File: src/design/mst_pkg.sv
`timescale 1ns / 1ps
// ----------------------------------------------------------------------------
// mst_pkg: shared types and constants of the Morse speed tracker
// Reset values, run limits, field widths and the cell control group.
// ----------------------------------------------------------------------------
package mst_pkg;

	localparam int unsigned HISTORY_DEPTH_DEF = 8;
	localparam int unsigned COUNT_WIDTH_DEF   = 16;

	localparam int unsigned DURATION_W = 16;
	localparam int unsigned REF_TIME_W = 12;
	localparam int unsigned REF_SHIFT  = 4;

	localparam int unsigned DIT_INIT  = 32;
	localparam int unsigned DASH_INIT = 192;

	localparam int unsigned DIT_RUN_W  = 4;
	localparam int unsigned DASH_RUN_W = 3;

	localparam logic [DIT_RUN_W-1:0]  DIT_RUN_LIMIT    = 4'd15;
	localparam logic [DIT_RUN_W-1:0]  DIT_RUN_RESTART  = 4'd8;
	localparam logic [DASH_RUN_W-1:0] DASH_RUN_LIMIT   = 3'd7;
	localparam logic [DASH_RUN_W-1:0] DASH_RUN_RESTART = 3'd4;

	// control broadcast to every history cell of one chain
	typedef struct packed {
		logic shift;
		logic halve;
		logic dbl;
	} mst_cell_ctl_t;

endpackage

File: src/design/mst_element_if.sv
`timescale 1ns / 1ps
// ----------------------------------------------------------------------------
// mst_element_if: input channel of the Morse speed tracker
// One item per measured element: dash flag and duration.
// ----------------------------------------------------------------------------
interface mst_element_if;
	logic                               valid;
	logic                               ready;
	logic                               is_dash;
	logic [mst_pkg::DURATION_W-1:0]     duration;

	modport source (output valid, output is_dash, output duration, input ready);
	modport sink   (input valid, input is_dash, input duration, output ready);
endinterface

File: src/design/mst_result_if.sv
`timescale 1ns / 1ps
// ----------------------------------------------------------------------------
// mst_result_if: result channel of the Morse speed tracker
// One item per accepted element: the current reference time.
// ----------------------------------------------------------------------------
interface mst_result_if;
	logic                               valid;
	logic                               ready;
	logic [mst_pkg::REF_TIME_W-1:0]     reference_time;

	modport source (output valid, output reference_time, input ready);
	modport sink   (input valid, input reference_time, output ready);
endinterface

File: src/design/mst_cell.sv
`timescale 1ns / 1ps
// ----------------------------------------------------------------------------
// mst_cell: one history entry
// Shift takes prev (neighbour or new duration); then optional halve or double.
// ----------------------------------------------------------------------------
module mst_cell #(
	parameter int unsigned WIDTH = 16,
	parameter int unsigned INIT  = 0
) (
	input  logic                  clk,
	input  logic                  arst_n,
	input  mst_pkg::mst_cell_ctl_t ctl,
	input  logic [WIDTH-1:0]      prev,
	output logic [WIDTH-1:0]      entry
);
	import mst_pkg::*;

	logic [WIDTH-1:0] entry_q;
	logic [WIDTH-1:0] base;
	logic [WIDTH-1:0] entry_d;

	always_comb begin
		base = ctl.shift ? prev : entry_q;
		if (ctl.halve) begin
			entry_d = base >> 1;
		end else if (ctl.dbl) begin
			entry_d = base << 1;
		end else begin
			entry_d = base;
		end
	end

	always_ff @(posedge clk or negedge arst_n) begin
		if (!arst_n) begin
			entry_q <= WIDTH'(INIT);
		end else begin
			entry_q <= entry_d;
		end
	end

	assign entry = entry_q;

endmodule

File: src/design/mst_out_buf.sv
`timescale 1ns / 1ps
// ----------------------------------------------------------------------------
// mst_out_buf: two-entry result buffer
// Output register plus skid entry, so input takes one more item during a stall.
// ----------------------------------------------------------------------------
module mst_out_buf (
	input  logic                            clk,
	input  logic                            arst_n,
	input  logic                            push,
	input  logic [mst_pkg::REF_TIME_W-1:0]  push_data,
	output logic                            space,
	mst_result_if.source                    result
);
	import mst_pkg::*;

	logic                  head_valid_q;
	logic                  skid_valid_q;
	logic [REF_TIME_W-1:0] head_q;
	logic [REF_TIME_W-1:0] skid_q;
	logic                  pop;

	assign pop   = head_valid_q && result.ready;
	assign space = !skid_valid_q;

	always_ff @(posedge clk or negedge arst_n) begin
		if (!arst_n) begin
			head_valid_q <= 1'b0;
			skid_valid_q <= 1'b0;
		end else begin
			if (skid_valid_q) begin
				// full: no push possible
				if (pop) begin
					skid_valid_q <= 1'b0;
				end
			end else if (head_valid_q) begin
				if (push && !pop) begin
					skid_valid_q <= 1'b1;
				end else if (!push && pop) begin
					head_valid_q <= 1'b0;
				end
			end else if (push) begin
				head_valid_q <= 1'b1;
			end
		end
	end

	always_ff @(posedge clk) begin
		if (skid_valid_q) begin
			if (pop) begin
				head_q <= skid_q;
			end
		end else if (head_valid_q) begin
			if (push && pop) begin
				head_q <= push_data;
			end else if (push) begin
				skid_q <= push_data;
			end
		end else if (push) begin
			head_q <= push_data;
		end
	end

	assign result.valid          = head_valid_q;
	assign result.reference_time = head_q;

endmodule

File: src/design/morse_speed_tracker.sv
`timescale 1ns / 1ps
// ----------------------------------------------------------------------------
// morse_speed_tracker: adaptive dit/dash reference-time estimator
// Two rows of history cells, running totals, run counters and dash rescale.
// ----------------------------------------------------------------------------
// Result: an accepted item's reference time is registered in the result buffer
// behind any earlier results. Throughput: one item per cycle while the buffer
// has space; all updates and the rescale of the dash row happen in the accepting
// cycle. The two-entry buffer keeps input open for one extra item in a stall.
// Reset: asynchronous; histories, totals, run counters and buffer cleared to
// their initial values at once, no clearing pass.
module morse_speed_tracker #(
	parameter int unsigned HISTORY_DEPTH = mst_pkg::HISTORY_DEPTH_DEF,
	parameter int unsigned COUNT_WIDTH   = mst_pkg::COUNT_WIDTH_DEF
) (
	input  logic          clk,
	input  logic          arst_n,
	mst_element_if.sink   element,
	mst_result_if.source  result
);
	import mst_pkg::*;

	localparam int unsigned CW = COUNT_WIDTH;

	localparam logic [CW-1:0] DIT_TOTAL_INIT  = CW'(DIT_INIT * HISTORY_DEPTH);
	localparam logic [CW-1:0] DASH_TOTAL_INIT = CW'(DASH_INIT * HISTORY_DEPTH);

	logic                  acc;
	logic                  space;
	logic [CW-1:0]         dur;

	logic [CW-1:0]         dit_row  [HISTORY_DEPTH];
	logic [CW-1:0]         dash_row [HISTORY_DEPTH];
	mst_cell_ctl_t         dit_ctl;
	mst_cell_ctl_t         dash_ctl;

	logic [CW-1:0]         dit_total_q,  dit_total_d;
	logic [CW-1:0]         dash_total_q, dash_total_d, dash_sum;
	logic [DIT_RUN_W-1:0]  dit_run_q,  dit_run_pre,  dit_run_d;
	logic [DASH_RUN_W-1:0] dash_run_q, dash_run_pre, dash_run_d;
	logic                  halve, dbl;

	logic [CW-1:0]               total;
	logic [CW-1:0]               total_sh;
	logic [CW+REF_TIME_W-1:0]    total_ext;
	logic [REF_TIME_W-1:0]       ref_time;

	assign element.ready = space;
	assign acc = element.valid && space;

	// duration taken modulo 2^COUNT_WIDTH
	always_comb begin
		logic [CW+DURATION_W-1:0] dur_ext;
		dur_ext = {{CW{1'b0}}, element.duration};
		dur = dur_ext[CW-1:0];
	end

	always_comb begin
		if (element.is_dash) begin
			dit_run_pre  = '0;
			dash_run_pre = (dash_run_q < DASH_RUN_LIMIT) ? dash_run_q + 1'b1 : dash_run_q;
		end else begin
			dash_run_pre = '0;
			dit_run_pre  = (dit_run_q < DIT_RUN_LIMIT) ? dit_run_q + 1'b1 : dit_run_q;
		end
		halve = (dit_run_pre == DIT_RUN_LIMIT);
		dbl   = !halve && (dash_run_pre == DASH_RUN_LIMIT);
		dit_run_d  = halve ? DIT_RUN_RESTART : dit_run_pre;
		dash_run_d = dbl ? DASH_RUN_RESTART : dash_run_pre;

		// oldest entry sits at the far end of each row
		if (element.is_dash) begin
			dash_sum    = dash_total_q - dash_row[HISTORY_DEPTH-1] + dur;
			dit_total_d = dit_total_q;
		end else begin
			dash_sum    = dash_total_q;
			dit_total_d = dit_total_q - dit_row[HISTORY_DEPTH-1] + dur;
		end
		if (halve) begin
			dash_total_d = dash_sum >> 1;
		end else if (dbl) begin
			dash_total_d = dash_sum << 1;
		end else begin
			dash_total_d = dash_sum;
		end

		total     = dit_total_d + dash_total_d;
		total_sh  = total >> REF_SHIFT;
		total_ext = {{REF_TIME_W{1'b0}}, total_sh};
		ref_time  = total_ext[REF_TIME_W-1:0];
	end

	assign dit_ctl  = '{shift: acc && !element.is_dash, halve: 1'b0, dbl: 1'b0};
	assign dash_ctl = '{shift: acc && element.is_dash, halve: acc && halve, dbl: acc && dbl};

	for (genvar i = 0; i < HISTORY_DEPTH; i++) begin : g_cells
		logic [CW-1:0] dit_prev;
		logic [CW-1:0] dash_prev;
		if (i == 0) begin : g_head
			assign dit_prev  = dur;
			assign dash_prev = dur;
		end else begin : g_link
			assign dit_prev  = dit_row[i-1];
			assign dash_prev = dash_row[i-1];
		end

		mst_cell #(.WIDTH(CW), .INIT(DIT_INIT)) u_dit_cell (
			.clk    (clk),
			.arst_n (arst_n),
			.ctl    (dit_ctl),
			.prev   (dit_prev),
			.entry  (dit_row[i])
		);

		mst_cell #(.WIDTH(CW), .INIT(DASH_INIT)) u_dash_cell (
			.clk    (clk),
			.arst_n (arst_n),
			.ctl    (dash_ctl),
			.prev   (dash_prev),
			.entry  (dash_row[i])
		);
	end

	always_ff @(posedge clk or negedge arst_n) begin
		if (!arst_n) begin
			dit_total_q  <= DIT_TOTAL_INIT;
			dash_total_q <= DASH_TOTAL_INIT;
			dit_run_q    <= '0;
			dash_run_q   <= '0;
		end else if (acc) begin
			dit_total_q  <= dit_total_d;
			dash_total_q <= dash_total_d;
			dit_run_q    <= dit_run_d;
			dash_run_q   <= dash_run_d;
		end
	end

	mst_out_buf u_out_buf (
		.clk       (clk),
		.arst_n    (arst_n),
		.push      (acc),
		.push_data (ref_time),
		.space     (space),
		.result    (result)
	);

endmodule
File: src/flat_wrapper.sv
// flat-port wrapper written by rule: the top's interface ports become plain ports
module morse_speed_tracker_flat import mst_pkg::*;
#(
	parameter int unsigned HISTORY_DEPTH = mst_pkg::HISTORY_DEPTH_DEF,
	parameter int unsigned COUNT_WIDTH   = mst_pkg::COUNT_WIDTH_DEF
)
  (clk, arst_n, element_valid, element_is_dash, element_duration, element_ready, result_valid, result_reference_time, result_ready);
  mst_element_if element_i ();
  mst_result_if result_i ();
  input  logic clk;
  input  logic arst_n;
  input wire logic [$bits(element_i.valid)-1:0] element_valid;
  input wire logic [$bits(element_i.is_dash)-1:0] element_is_dash;
  input wire logic [$bits(element_i.duration)-1:0] element_duration;
  output wire logic [$bits(element_i.ready)-1:0] element_ready;
  output wire logic [$bits(result_i.valid)-1:0] result_valid;
  output wire logic [$bits(result_i.reference_time)-1:0] result_reference_time;
  input wire logic [$bits(result_i.ready)-1:0] result_ready;
  assign element_i.valid = element_valid;
  assign element_i.is_dash = element_is_dash;
  assign element_i.duration = element_duration;
  assign element_ready = element_i.ready;
  assign result_valid = result_i.valid;
  assign result_reference_time = result_i.reference_time;
  assign result_i.ready = result_ready;
  morse_speed_tracker #(.HISTORY_DEPTH(HISTORY_DEPTH), .COUNT_WIDTH(COUNT_WIDTH)) u_core (.clk(clk), .arst_n(arst_n), .element(element_i), .result(result_i));
endmodule
File: config.mk
export PLATFORM = sky130hd
export DESIGN_NAME = morse_speed_tracker_flat
export DESIGN_NICKNAME = d
export VERILOG_FILES = /design/src/design/mst_pkg.sv /design/src/design/mst_element_if.sv /design/src/design/mst_result_if.sv /design/src/design/mst_cell.sv /design/src/design/mst_out_buf.sv /design/src/design/morse_speed_tracker.sv /design/src/flat_wrapper.sv
export SDC_FILE = /design/constraint.sdc
export NUM_CORES = 1
export LEC_CHECK = 0
export BUFFER_PORTS_ARGS = -buffer_cell sky130_fd_sc_hd__buf_4
export CAP_MARGIN = 10
export CORE_MARGIN = 4
export CORE_UTILIZATION = 64
export DETAILED_ROUTE_END_ITERATION = 8
export GPL_TIMING_DRIVEN = 0
export HOLD_SLACK_MARGIN = 0.15
export PLACE_DENSITY = 0.81
export SLEW_MARGIN = 10
export SYNTH_ARGS = -nofsm -noshare
export SYNTH_HDL_FRONTEND = slang
export SYNTH_SLANG_ARGS = --single-unit
File: constraint.sdc
create_clock -name clk -period 7.1 [get_ports clk]
set_clock_uncertainty 0.05 [all_clocks]
set_input_delay 0.71 -clock clk [delete_from_list [all_inputs] [get_ports clk]]
set_output_delay 0.71 -clock clk [all_outputs]
set_load 0.05 [all_outputs]
* Word-level counts from Yosys, hierarchy flattened
Index checks and enable logic that the tools add are counted.
** Word-level totals
- Flip-flop bits (word level) :: 321
- Output and inout port bits :: 14
- Logic and storage cells :: 104
** Cells by class
- Add/subtract/negate cells :: 7
- Magnitude comparators :: 2
- Equality and inequality tests :: 4
- Multiplexer cells :: 47
- Bitwise operators :: 2
- Reductions and logical operators :: 18
** Operators with widths (number)
- $mux 16 :: 28
- $mux 12 :: 5
- $add 16x16->16 :: 3
- $sub 16x16->16 :: 2
- $mux 4 :: 3
- $logic_and 1x1->1 :: 10
- $mux 3 :: 3
- $mux 1 :: 8
- $logic_not 1->1 :: 5
- $add 4x1->4 const B :: 1
- $eq 4x4->1 const B :: 1
- $lt 4x4->1 const B :: 1
- $reduce_and 4->1 :: 1
- $add 3x1->3 const B :: 1
- $eq 3x3->1 const B :: 1
- $lt 3x3->1 const B :: 1
- $ne 3x1->1 const B :: 1
- $reduce_and 3->1 :: 1
- $reduce_bool 3->1 :: 1
- $ne 2x1->1 const B :: 1
- $not 1->1 :: 2

* Depth between registers and ports, before layout
Gate-level depths: netlist (run 1).
- Depth after elaboration :: 12
- Mapped depth :: 24

* Modules after synthesis
A second synthesis (run 1) with hierarchy kept.
** Second synthesis, totals
- Cells, all modules :: 1667
- Area total of the unflattened synthesis :: 19601.3 um^2
** By module, submodules not included
- mst_cell at u_core.g_cells[0].u_dash_cell ... :: times used 8, cells each 61, area each 843.3 um^2
- mst_cell at u_core.g_cells[0].u_dit_cell ... :: times used 8, cells each 61, area each 842.1 um^2
- morse_speed_tracker :: times used 1, cells each 642, area each 5103.6 um^2
- mst_out_buf :: times used 1, cells each 49, area each 1014.7 um^2

* Worst setup path before layout (run 1)
OpenSTA, ideal clock, no wires.
- Path kind :: input port to flip-flop
- Start :: in element_duration[1]
- End :: reg u_core.u_out_buf.head_q[11], in the netlist u_core.u_out_buf.result.reference_time[11], data pin
- Library setup time :: 0.260 ns
- Arrival :: 5.543 ns
- Required time :: 6.790 ns
- Slack :: 1.247 ns
- Cell stages on the path :: 23
- Cell sequence :: inv_1 fa_1 inv_1 ha_1 a211oi_1 nor2_1 o21a_1 nor2_1 xnor2_1 nand2_1 o21ai_0 a221o_1 ha_1 a21o_1 a21o_1 nor4_1 o211ai_1 a31o_2 maj3_1 a311oi_2 xnor3_2 xnor2_2 mux2_4
** Between the ends
- Word-level cells in the longest chain between the ends :: 8
- Elaborated cells between the ends (all ways) :: 11
- Those cells by class :: add/sub (3); mux (8)
** RTL lines
- from (decl) :: line flat_wrapper.sv:14 : input wire logic [$bits(element_i.duration)-1:0] element_duration;
- $add 16x16->16 * :: line morse_speed_tracker.sv:73 : dash_sum = dash_total_q - dash_row[HISTORY_DEPTH-1] + dur;
- $mux 16 * :: line morse_speed_tracker.sv:72 : if (element.is_dash) begin
- $mux 16 :: line morse_speed_tracker.sv:81 : end else if (dbl) begin
- $mux 16 * :: line morse_speed_tracker.sv:79 : if (halve) begin
- net u_core.dash_total_d[4] :: line morse_speed_tracker.sv:38 : logic [CW-1:0] dash_total_q, dash_total_d, dash_sum;
- $add 16x16->16 * :: line morse_speed_tracker.sv:87 : total = dit_total_d + dash_total_d;
- net u_core.total[15] :: line morse_speed_tracker.sv:43 : logic [CW-1:0] total;
- $mux 12 (on tied branches) :: line mst_out_buf.sv:58, mst_out_buf.sv:53
- $mux 12 * :: line mst_out_buf.sv:52 : end else if (head_valid_q) begin
- $mux 12 * :: line mst_out_buf.sv:48 : if (skid_valid_q) begin
- to (signal assigned) :: line mst_out_buf.sv:50 : head_q <= skid_q;
- to (signal assigned) :: line mst_out_buf.sv:54 : head_q <= push_data;
- to (signal assigned) :: line mst_out_buf.sv:59 : head_q <= push_data;
- to (decl) :: line mst_out_buf.sv:18 : logic [REF_TIME_W-1:0] head_q;
Mark *: on every way through the listed nets, which the timed path passes. The rest lies on a longest branch. The select of a mux whose other input is x is not followed.
A chain may end at the register's enable or synchronous reset.

* Worst setup path after layout (run 1)
Ends and elaborated chain as after synthesis.

==> results of run 1 <==
-- final cells by class --
cell class | instances | area share (%)
timing repair buffer | 37 | 1.66
multi-input combinational | 1334 | 44.2
clock buffer | 51 | 5.29
tap | 372 | 2.36
inverter | 117 | 2.22
clock inverter | 11 | 0.893
buffer | 102 | 1.96
sequential | 321 | 41.4
-- cells in the final DEF (no fill, tap or decap), drive strengths merged, types with 5 or more instances in the layout --
master and n:
o21a 5, o22ai 18, xor2 16, clkbuf 124
inv 117, nor3b 5, dfrtp 270, dfstp 27
nor3 10, edfxtp 24, clkinv 7, xnor2 28
a211oi 6, o21bai 10, o211ai 5, nand2 448
and3 5, o22a 54, buf 65, mux2 14
o31ai 5, a21oi 107, ha 47, a21o 14
nor2 94, o21ai 127, nand3 9, fa 30
a31oi 7, mux2i 194
-- metrics by stage --
step	utilization, %	hold slack, ps	instances
after floorplan	-	364	1874
after global placement	68.1	395	2280
after detailed placement	68.4	398	2282
after CTS	72.9	333	2345
after global routing	72.9	345	2345
final	72.9	344	2345
-- worst max-delay path: cells and delay by family --
family                     cells  cell delay (ps)
AOI/OAI and AO/OA              9             2190
muxes                          1              260
buffers and inverters          3              320
xor gates and xnor gates       3              640
adders and majority gates      4             1670
and+or+nand+nor                4              500
-- kinds of logic (layout without fill, tap and decap cells) --
family | count (synthesis) | after routing
adder cells (fa/ha/maj) | 78 | 78
flip-flops | 321 | 321
buffers and inverters | 219 | 318
XOR/XNOR | 45 | 45
AO/OA/AOI/OAI | 398 | 398
multiplexers | 208 | 208
AND/OR/NAND/NOR | 605 | 605
-- routing by layer --
metal / GRT usage [%] / part of all wire (%) / wire, um
met5: 0 / 0 / 0
met4: 11.8 / 3.9 / 1790
met3: 4.09 / 6.5 / 2960
met2: 51.0 / 48 / 22200
met1: 40.3 / 41 / 18900
-- how the worst min path moves through the flow --
stage | start | end | slack, ps
2_1_floorplan | arst_n | u_core.dash_run_q[0] | 360
3_3_place_gp | u_core.g_cells[2].u_dit_cell.entry[5] | u_core.g_cells[3].u_dit_cell.entry[5] | 390
3_5_place_dp | u_core.g_cells[6].u_dit_cell.entry[5] | u_core.g_cells[6].u_dit_cell.entry[5] | 400
4_1_cts | result_ready | u_core.u_out_buf.skid_valid_q | 330
5_1_grt | result_ready | u_core.u_out_buf.skid_valid_q | 340
6_report | result_ready | u_core.u_out_buf.skid_valid_q | 340
-- flip-flops by register name, summed over array words and instances, names as in the netlist --
name                                    cells
u_core.u_out_buf.result.reference_time     12
u_core.u_out_buf.skid_valid_q               1
u_core.dash_total_q                        16
u_core.g_cells.u_dit_cell.entry           128
u_core.dash_run_q                           3
u_core.u_out_buf.skid_q                    12
u_core.g_cells.u_dash_cell.entry          128
u_core.u_out_buf.result.valid               1
u_core.dit_total_q                         16
u_core.dit_run_q                            4
-- Yosys cell counts (7+ instances only) --
master	instances
nand2_1	448
dfrtp_1	270
mux2i_1	193
o21ai_0	119
inv_1	116
a21oi_1	107
nor2_1	94
clkbuf_1	73
o22a_1	54
ha_1	47
fa_1	30
buf_1	28
dfstp_2	27
xnor2_1	27
edfxtp_1	24
o22ai_1	18
xor2_1	16
a21o_1	14
mux2_2	13
nor3_1	10
o21bai_1	10
nand3_1	9
o21ai_1	8
a31oi_1	7
-- repair_timing --
action                     4_1_cts  5_1_grt
hold endpoints to repair         5        0
hold buffers                     1        0
setup endpoints to repair        0        0
==> impl_metrics.json, run 1 <==
{
  "critical_path.max_stage_delay_ps": 570,
  "cts_tree": "done",
  "syn_area_um2": 17700,
  "report.final.slew_viol_count": 0,
  "die_x_um": 175,
  "rsz0062_at_grt": "no",
  "initial_core_util_pct": 65.5,
  "nets": 2046,
  "dpl_worst_slack_ps": 509,
  "synthToLayoutAreaGrowth_pct": 11.4,
  "maxCapViolCount": 0,
  "synthMuxAreaShare_pct": 11.9,
  "insertion_delay_ps": 520,
  "cp.arrival_ps": 6320,
  "syn-instance-count": 1874,
  "numCtsBuffers": 35,
  "worst_slack_ps": 981,
  "worst_pin_slew_ps": 1140,
  "cp-end-kind": "register",
  "seqCellArea_um2": 8190,
  "placed_cell_area_um2": 18500,
  "ios": 35,
  "overflow": 0,
  "finalHoldViolCount": 0,
  "required_ps": 7310,
  "fmax_mhz": 163,
  "rows": 60,
  "ys_types": 72,
  "antenna_found_initial": 0,
  "r2r_cells": 23,
  "outcome": "finished clean",
  "multiInputGateArea_um2": 8730,
  "synth_compound_area_share_pct": 14.3,
  "grt.total_usage_pct": 30.3,
  "r2r_start": "u_core.dash_total_q[1]",
  "ant_nets": 0,
  "crit_chain": "buf_4 -> inv_1 -> fa_1 -> inv_1 -> ha_1 -> a211oi_1 -> nor2_1 -> o21a_1 -> nor2_1 -> xnor2_1 -> nand2_1 -> o21ai_0 -> a221o_1 -> ha_1 -> a21o_1 -> a21o_1 -> nor4_1 -> o211ai_1 -> a31o_2 -> maj3_1 -> a311oi_2 -> xnor3_2 -> xnor2_2 -> mux2_4",
  "dieArea_um2": 30500,
  "grt_pass1_vias": 14600,
  "fillers": 1967,
  "ys_top_cells_by_area": "dfrtp_1 38%, mux2i_1 11%, nand2_1 9.5%",
  "synth_top_cell_area_share_pct": 38.1,
  "ys_ff_latch": 321,
  "timing.final.crit_share_pct": 86.2,
  "fin_setup_tns_ps": 0,
  "yosys.area_share.simple_pct": 13.9,
  "drive_gt1_share_pct": 7.50,
  "synth_flop_cell": "dfrtp_1",
  "cts.clk_slew.worst_paths_ps": 50,
  "core_region_area_um2": 27100,
  "grt_max_degree": 110,
  "crit-reg2reg-capture": "u_core.u_out_buf.result.reference_time[11]",
  "clock-sinks": 321,
  "vias_per_cell": 6.11,
  "dp_hpwl_um": 32700,
  "design_area_um2": 19800,
  "drt_iter0_drc": 1397,
  "wl_um": 45900,
  "cp_slowest_cell": "fa_1",
  "htree_num_levels": 2,
  "slew_headroom_pct": 23.9,
  "synthAdderAreaFrac_pct": 6.76,
  "cp_max_fo": 5,
  "postCtsSetupBuffers": 0,
  "gp_congestion": 0.963,
  "vias": 14300,
  "dr.pass1.iters": 7,
  "port_buffers": 34,
  "syn_area_per_cell_um2": 9.47,
  "yosysTopAreaCell": "dfrtp_1",
  "async_flop_share_pct": 92.5,
  "dieHeight_um": 175,
  "crit_end": "u_core.u_out_buf.result.reference_time[11]",
  "antennaDiodeCount": 0,
  "cp-start-kind": "input port",
  "cts_resized": 0,
  "min_path_type": "in -> reg",
  "finalSetupViolations": 0,
  "worst-setup-path-type": "in -> reg",
  "cts_buffer_depth": 3,
  "grt_pass1_wl_um": 75500,
  "ys_seq_area_share_pct": 46.1,
  "wl_per_cell_um": 19.6,
  "yosys_warnings": 0,
  "drc": 0,
  "synth_edf_count": 24,
  "rrSetupSlack_ps": 990,
  "synth_top_family_by_area": "compound AO/OA/AOI/OAI gates",
  "fin_crit_ps": 6120,
  "root_buffer": "clkbuf_16",
  "crit_start": "element_duration[1]",
  "synth_nets": 1972,
  "synth_xor_area_share_pct": 2.35,
  "holdPathStages": 2
}
Power of run 1 is not shown: default switching activity piles up to over one toggle a cycle in this logic, so the estimate is an artifact.
==> run 2: changes to the inputs <==
- ABC_AREA: unset -> 1
- CORE_UTILIZATION: 64 -> 42
- PLACE_DENSITY: 0.81 -> 0.57
==> impl_metrics.json, run 2 <==
{
  "crit-reg2reg-capture": "u_core.u_out_buf.skid_q[10]",
  "clock-sinks": 321,
  "synth_nets": 2377,
  "holdPathStages": 4,
  "final_cell_mix": "767 x nand2_1, 273 x inv_1, 270 x dfrtp_1",
  "outcome": "finished clean",
  "final_util_pct": 48.1,
  "cp.arrival_ps": 4860,
  "min_from": "result_ready",
  "layout_commonest_cell": "nand2_1",
  "fin_setup_tns_ps": 0,
  "gp_congestion": 0.910,
  "async_flop_share_pct": 92.5,
  "wl_um": 56900,
  "grt_max_degree": 99,
  "ys_top_cells_by_area": "dfrtp_1 37%, nand2_1 16%, o21ai_0 6.7%",
  "grt_pass1_wl_um": 89700,
  "swShare_pct": 45.6,
  "syn_area_um2": 18000,
  "report.final.slew_viol_count": 0,
  "min_path_type": "in -> reg",
  "htree_num_levels": 2,
  "timing.final.crit_share_pct": 64.7,
  "fmax_mhz": 218,
  "numCtsBuffers": 38,
  "worst-setup-path-type": "in -> reg",
  "r2r_cells": 22,
  "cp_max_fo": 6,
  "drive_gt1_share_pct": 8.04,
  "yosysTopAreaCell": "dfrtp_1",
  "drt_iter0_drc": 1404,
  "worst_pin_slew_ps": 1180,
  "dr.pass1.iters": 5,
  "finalHoldViolCount": 0,
  "pwr-share-clk_pct": 17.1,
  "synthToLayoutAreaGrowth_pct": 12.6,
  "finalSetupViolations": 0,
  "port_buffers": 34,
  "drc": 0,
  "hold_path_end": "u_core.u_out_buf.result.valid",
  "slew_headroom_pct": 21.5,
  "synth_edf_count": 24,
  "initial_core_util_pct": 42.7,
  "grt.total_usage_pct": 24.5,
  "die_x_um": 215,
  "p_leak_nw": 9.85,
  "syn-instance-count": 2279,
  "comb_power_share_pct": 54.5,
  "cts_buffer_depth": 3,
  "synth_top_cell_area_share_pct": 37.5,
  "ys_ff_latch": 321,
  "root_buffer": "clkbuf_16",
  "netlist_top_cells_count": "767 x nand2_1, 273 x inv_1, 270 x dfrtp_1, 242 x o21ai_0",
  "ys_seq_area_share_pct": 45.4,
  "vdd_ir_drop_max_v": 0.000272,
  "insertion_delay_ps": 560,
  "p_switching_mw": 5.19,
  "dp_hpwl_um": 40900,
  "maxCapViolCount": 0,
  "power_density_nw_per_um2": 561,
  "required_ps": 7370,
  "cp-end-kind": "register",
  "cp-start-kind": "input port",
  "rows": 75,
  "grt_pass1_vias": 15800,
  "ant_nets": 0,
  "postCtsSetupBuffers": 0,
  "nets": 2455,
  "antennaDiodeCount": 0,
  "vias_per_cell": 5.41,
  "dieArea_um2": 46300,
  "dieHeight_um": 215,
  "rrSetupSlack_ps": 2550,
  "fin_crit_ps": 4590,
  "r2r_start": "u_core.dash_total_q[2]",
  "dp.cells": 2855,
  "yosys_warnings": 0,
  "cts.clk_slew.worst_paths_ps": 60,
  "synth.most_common_cell": "nand2_1",
  "syn_area_per_cell_um2": 7.92,
  "synth_flop_cell": "dfrtp_1",
  "antenna_found_initial": 0,
  "seq_power_share_pct": 28.4,
  "finalNonFillerCells": 2926,
  "cts_tree": "done",
  "wl_per_cell_um": 19.4,
  "ys_types": 50,
  "core_region_area_um2": 42200,
  "rsz0062_at_grt": "no",
  "power.internal_mw": 6.19,
  "vias": 15800,
  "whs_ps": 396,
  "ios": 35,
  "overflow": 0
}
[run 2: changes by cell type in the layout (fill, tap and decap cells not counted), moves of 38 or more]
cell / previous run / this run
a21oi_1: 107 / 69
o221ai_1: 1 / 40
nand2_1: 448 / 767
o22a_1: 54 / 1
nand3_1: 9 / 62
inv_1: 116 / 273
mux2i_1: 193 / 30
o21ai_0: 119 / 242
[run 2: what timing repair did]
action,4_1_cts,5_1_grt
hold buffers,1,0
gates resized for setup,0,0
hold endpoints to repair,45,0
[run 2: worst max path at each step]
stage	startpoint	to	cells past startpoint
CTS	u_core.dash_total_q[2]	u_core.u_out_buf.skid_q[10]	22
finish	element_duration[2]	u_core.u_out_buf.skid_q[10]	23
floorplan	element_duration[2]	u_core.u_out_buf.skid_q[8]	22
detailed placement	element_duration[2]	u_core.u_out_buf.skid_q[10]	23
global route	element_duration[7]	u_core.u_out_buf.result.reference_time[11]	28
global placement	element_duration[7]	u_core.u_out_buf.skid_q[11]	27
[run 2: layout make-up]
cell class                 instances  area (um^2)
timing repair buffer              38          355
tap                              539          674
inverter                         282         1060
fill                            4200        21900
sequential                       321         8190
clock inverter                    12          110
buffer                           114          472
multi-input combinational       1562         8320
clock buffer                      58         1130
[run 2: logic make-up after synthesis]
kind of cell | count (synthesis) | synth area share [%]
DFF | 321 | 45.4
adders and majority gates | 77 | 6.59
buffers and inverters | 396 | 8.48
AOI/OAI and AO/OA | 461 | 14.8
xor gates and xnor gates | 31 | 1.59
muxes | 30 | 1.66
and+or+nand+nor | 963 | 21.5
[run 2: worst max-delay path: stages]
cell	delay (ps)
buf_4	70
inv_1	170
fa_1	580
inv_1	40
ha_1	340
or2_2	320
and2_1	190
xor2_1	140
o21ai_0	320
o22ai_1	110
a21oi_1	280
ha_1	330
a21oi_1	220
nor2_1	70
a211oi_1	230
nand2_2	100
nand2_1	80
nand2_2	70
nand2_2	80
nand2_4	60
nand2_1	90
nand3_1	90
and2_1	170
[run 2: power groups by stage]
stage / Sequential, mW / Clock [mW] / Combinational (mW)
CTS: 3.23 / 1.99 / 6.19
detailed placement: 3.26 / 0 / 6.15
global placement: 3.24 / 0 / 6.06
floorplan: 3.24 / 0 / 4.64
global route: 3.31 / 2.07 / 7.15
finish: 3.24 / 1.95 / 6.20
[run 2: stage by stage]
step           power [mW]  instance area (um^2)  worst slack (ps)
6_report             11.4                 20300              2510
5_1_grt              12.5                 20300              2100
4_1_cts              11.4                 20300              2570
3_5_place_dp         9.40                 19100              1970
3_3_place_gp         9.30                 19000              2010
2_1_floorplan        7.89                 18000              2660
[run 2: metal layers]
layer	up-vias	track usage, %	part of all wire [%]
met1	7593	33.2	44
met4	0	9.62	3.9
met2	555	40.0	46
met5	-	0	0
met3	125	3.35	5.9
li1	7560	-	-
No activity file was read; power rests on OpenSTA's default activity.
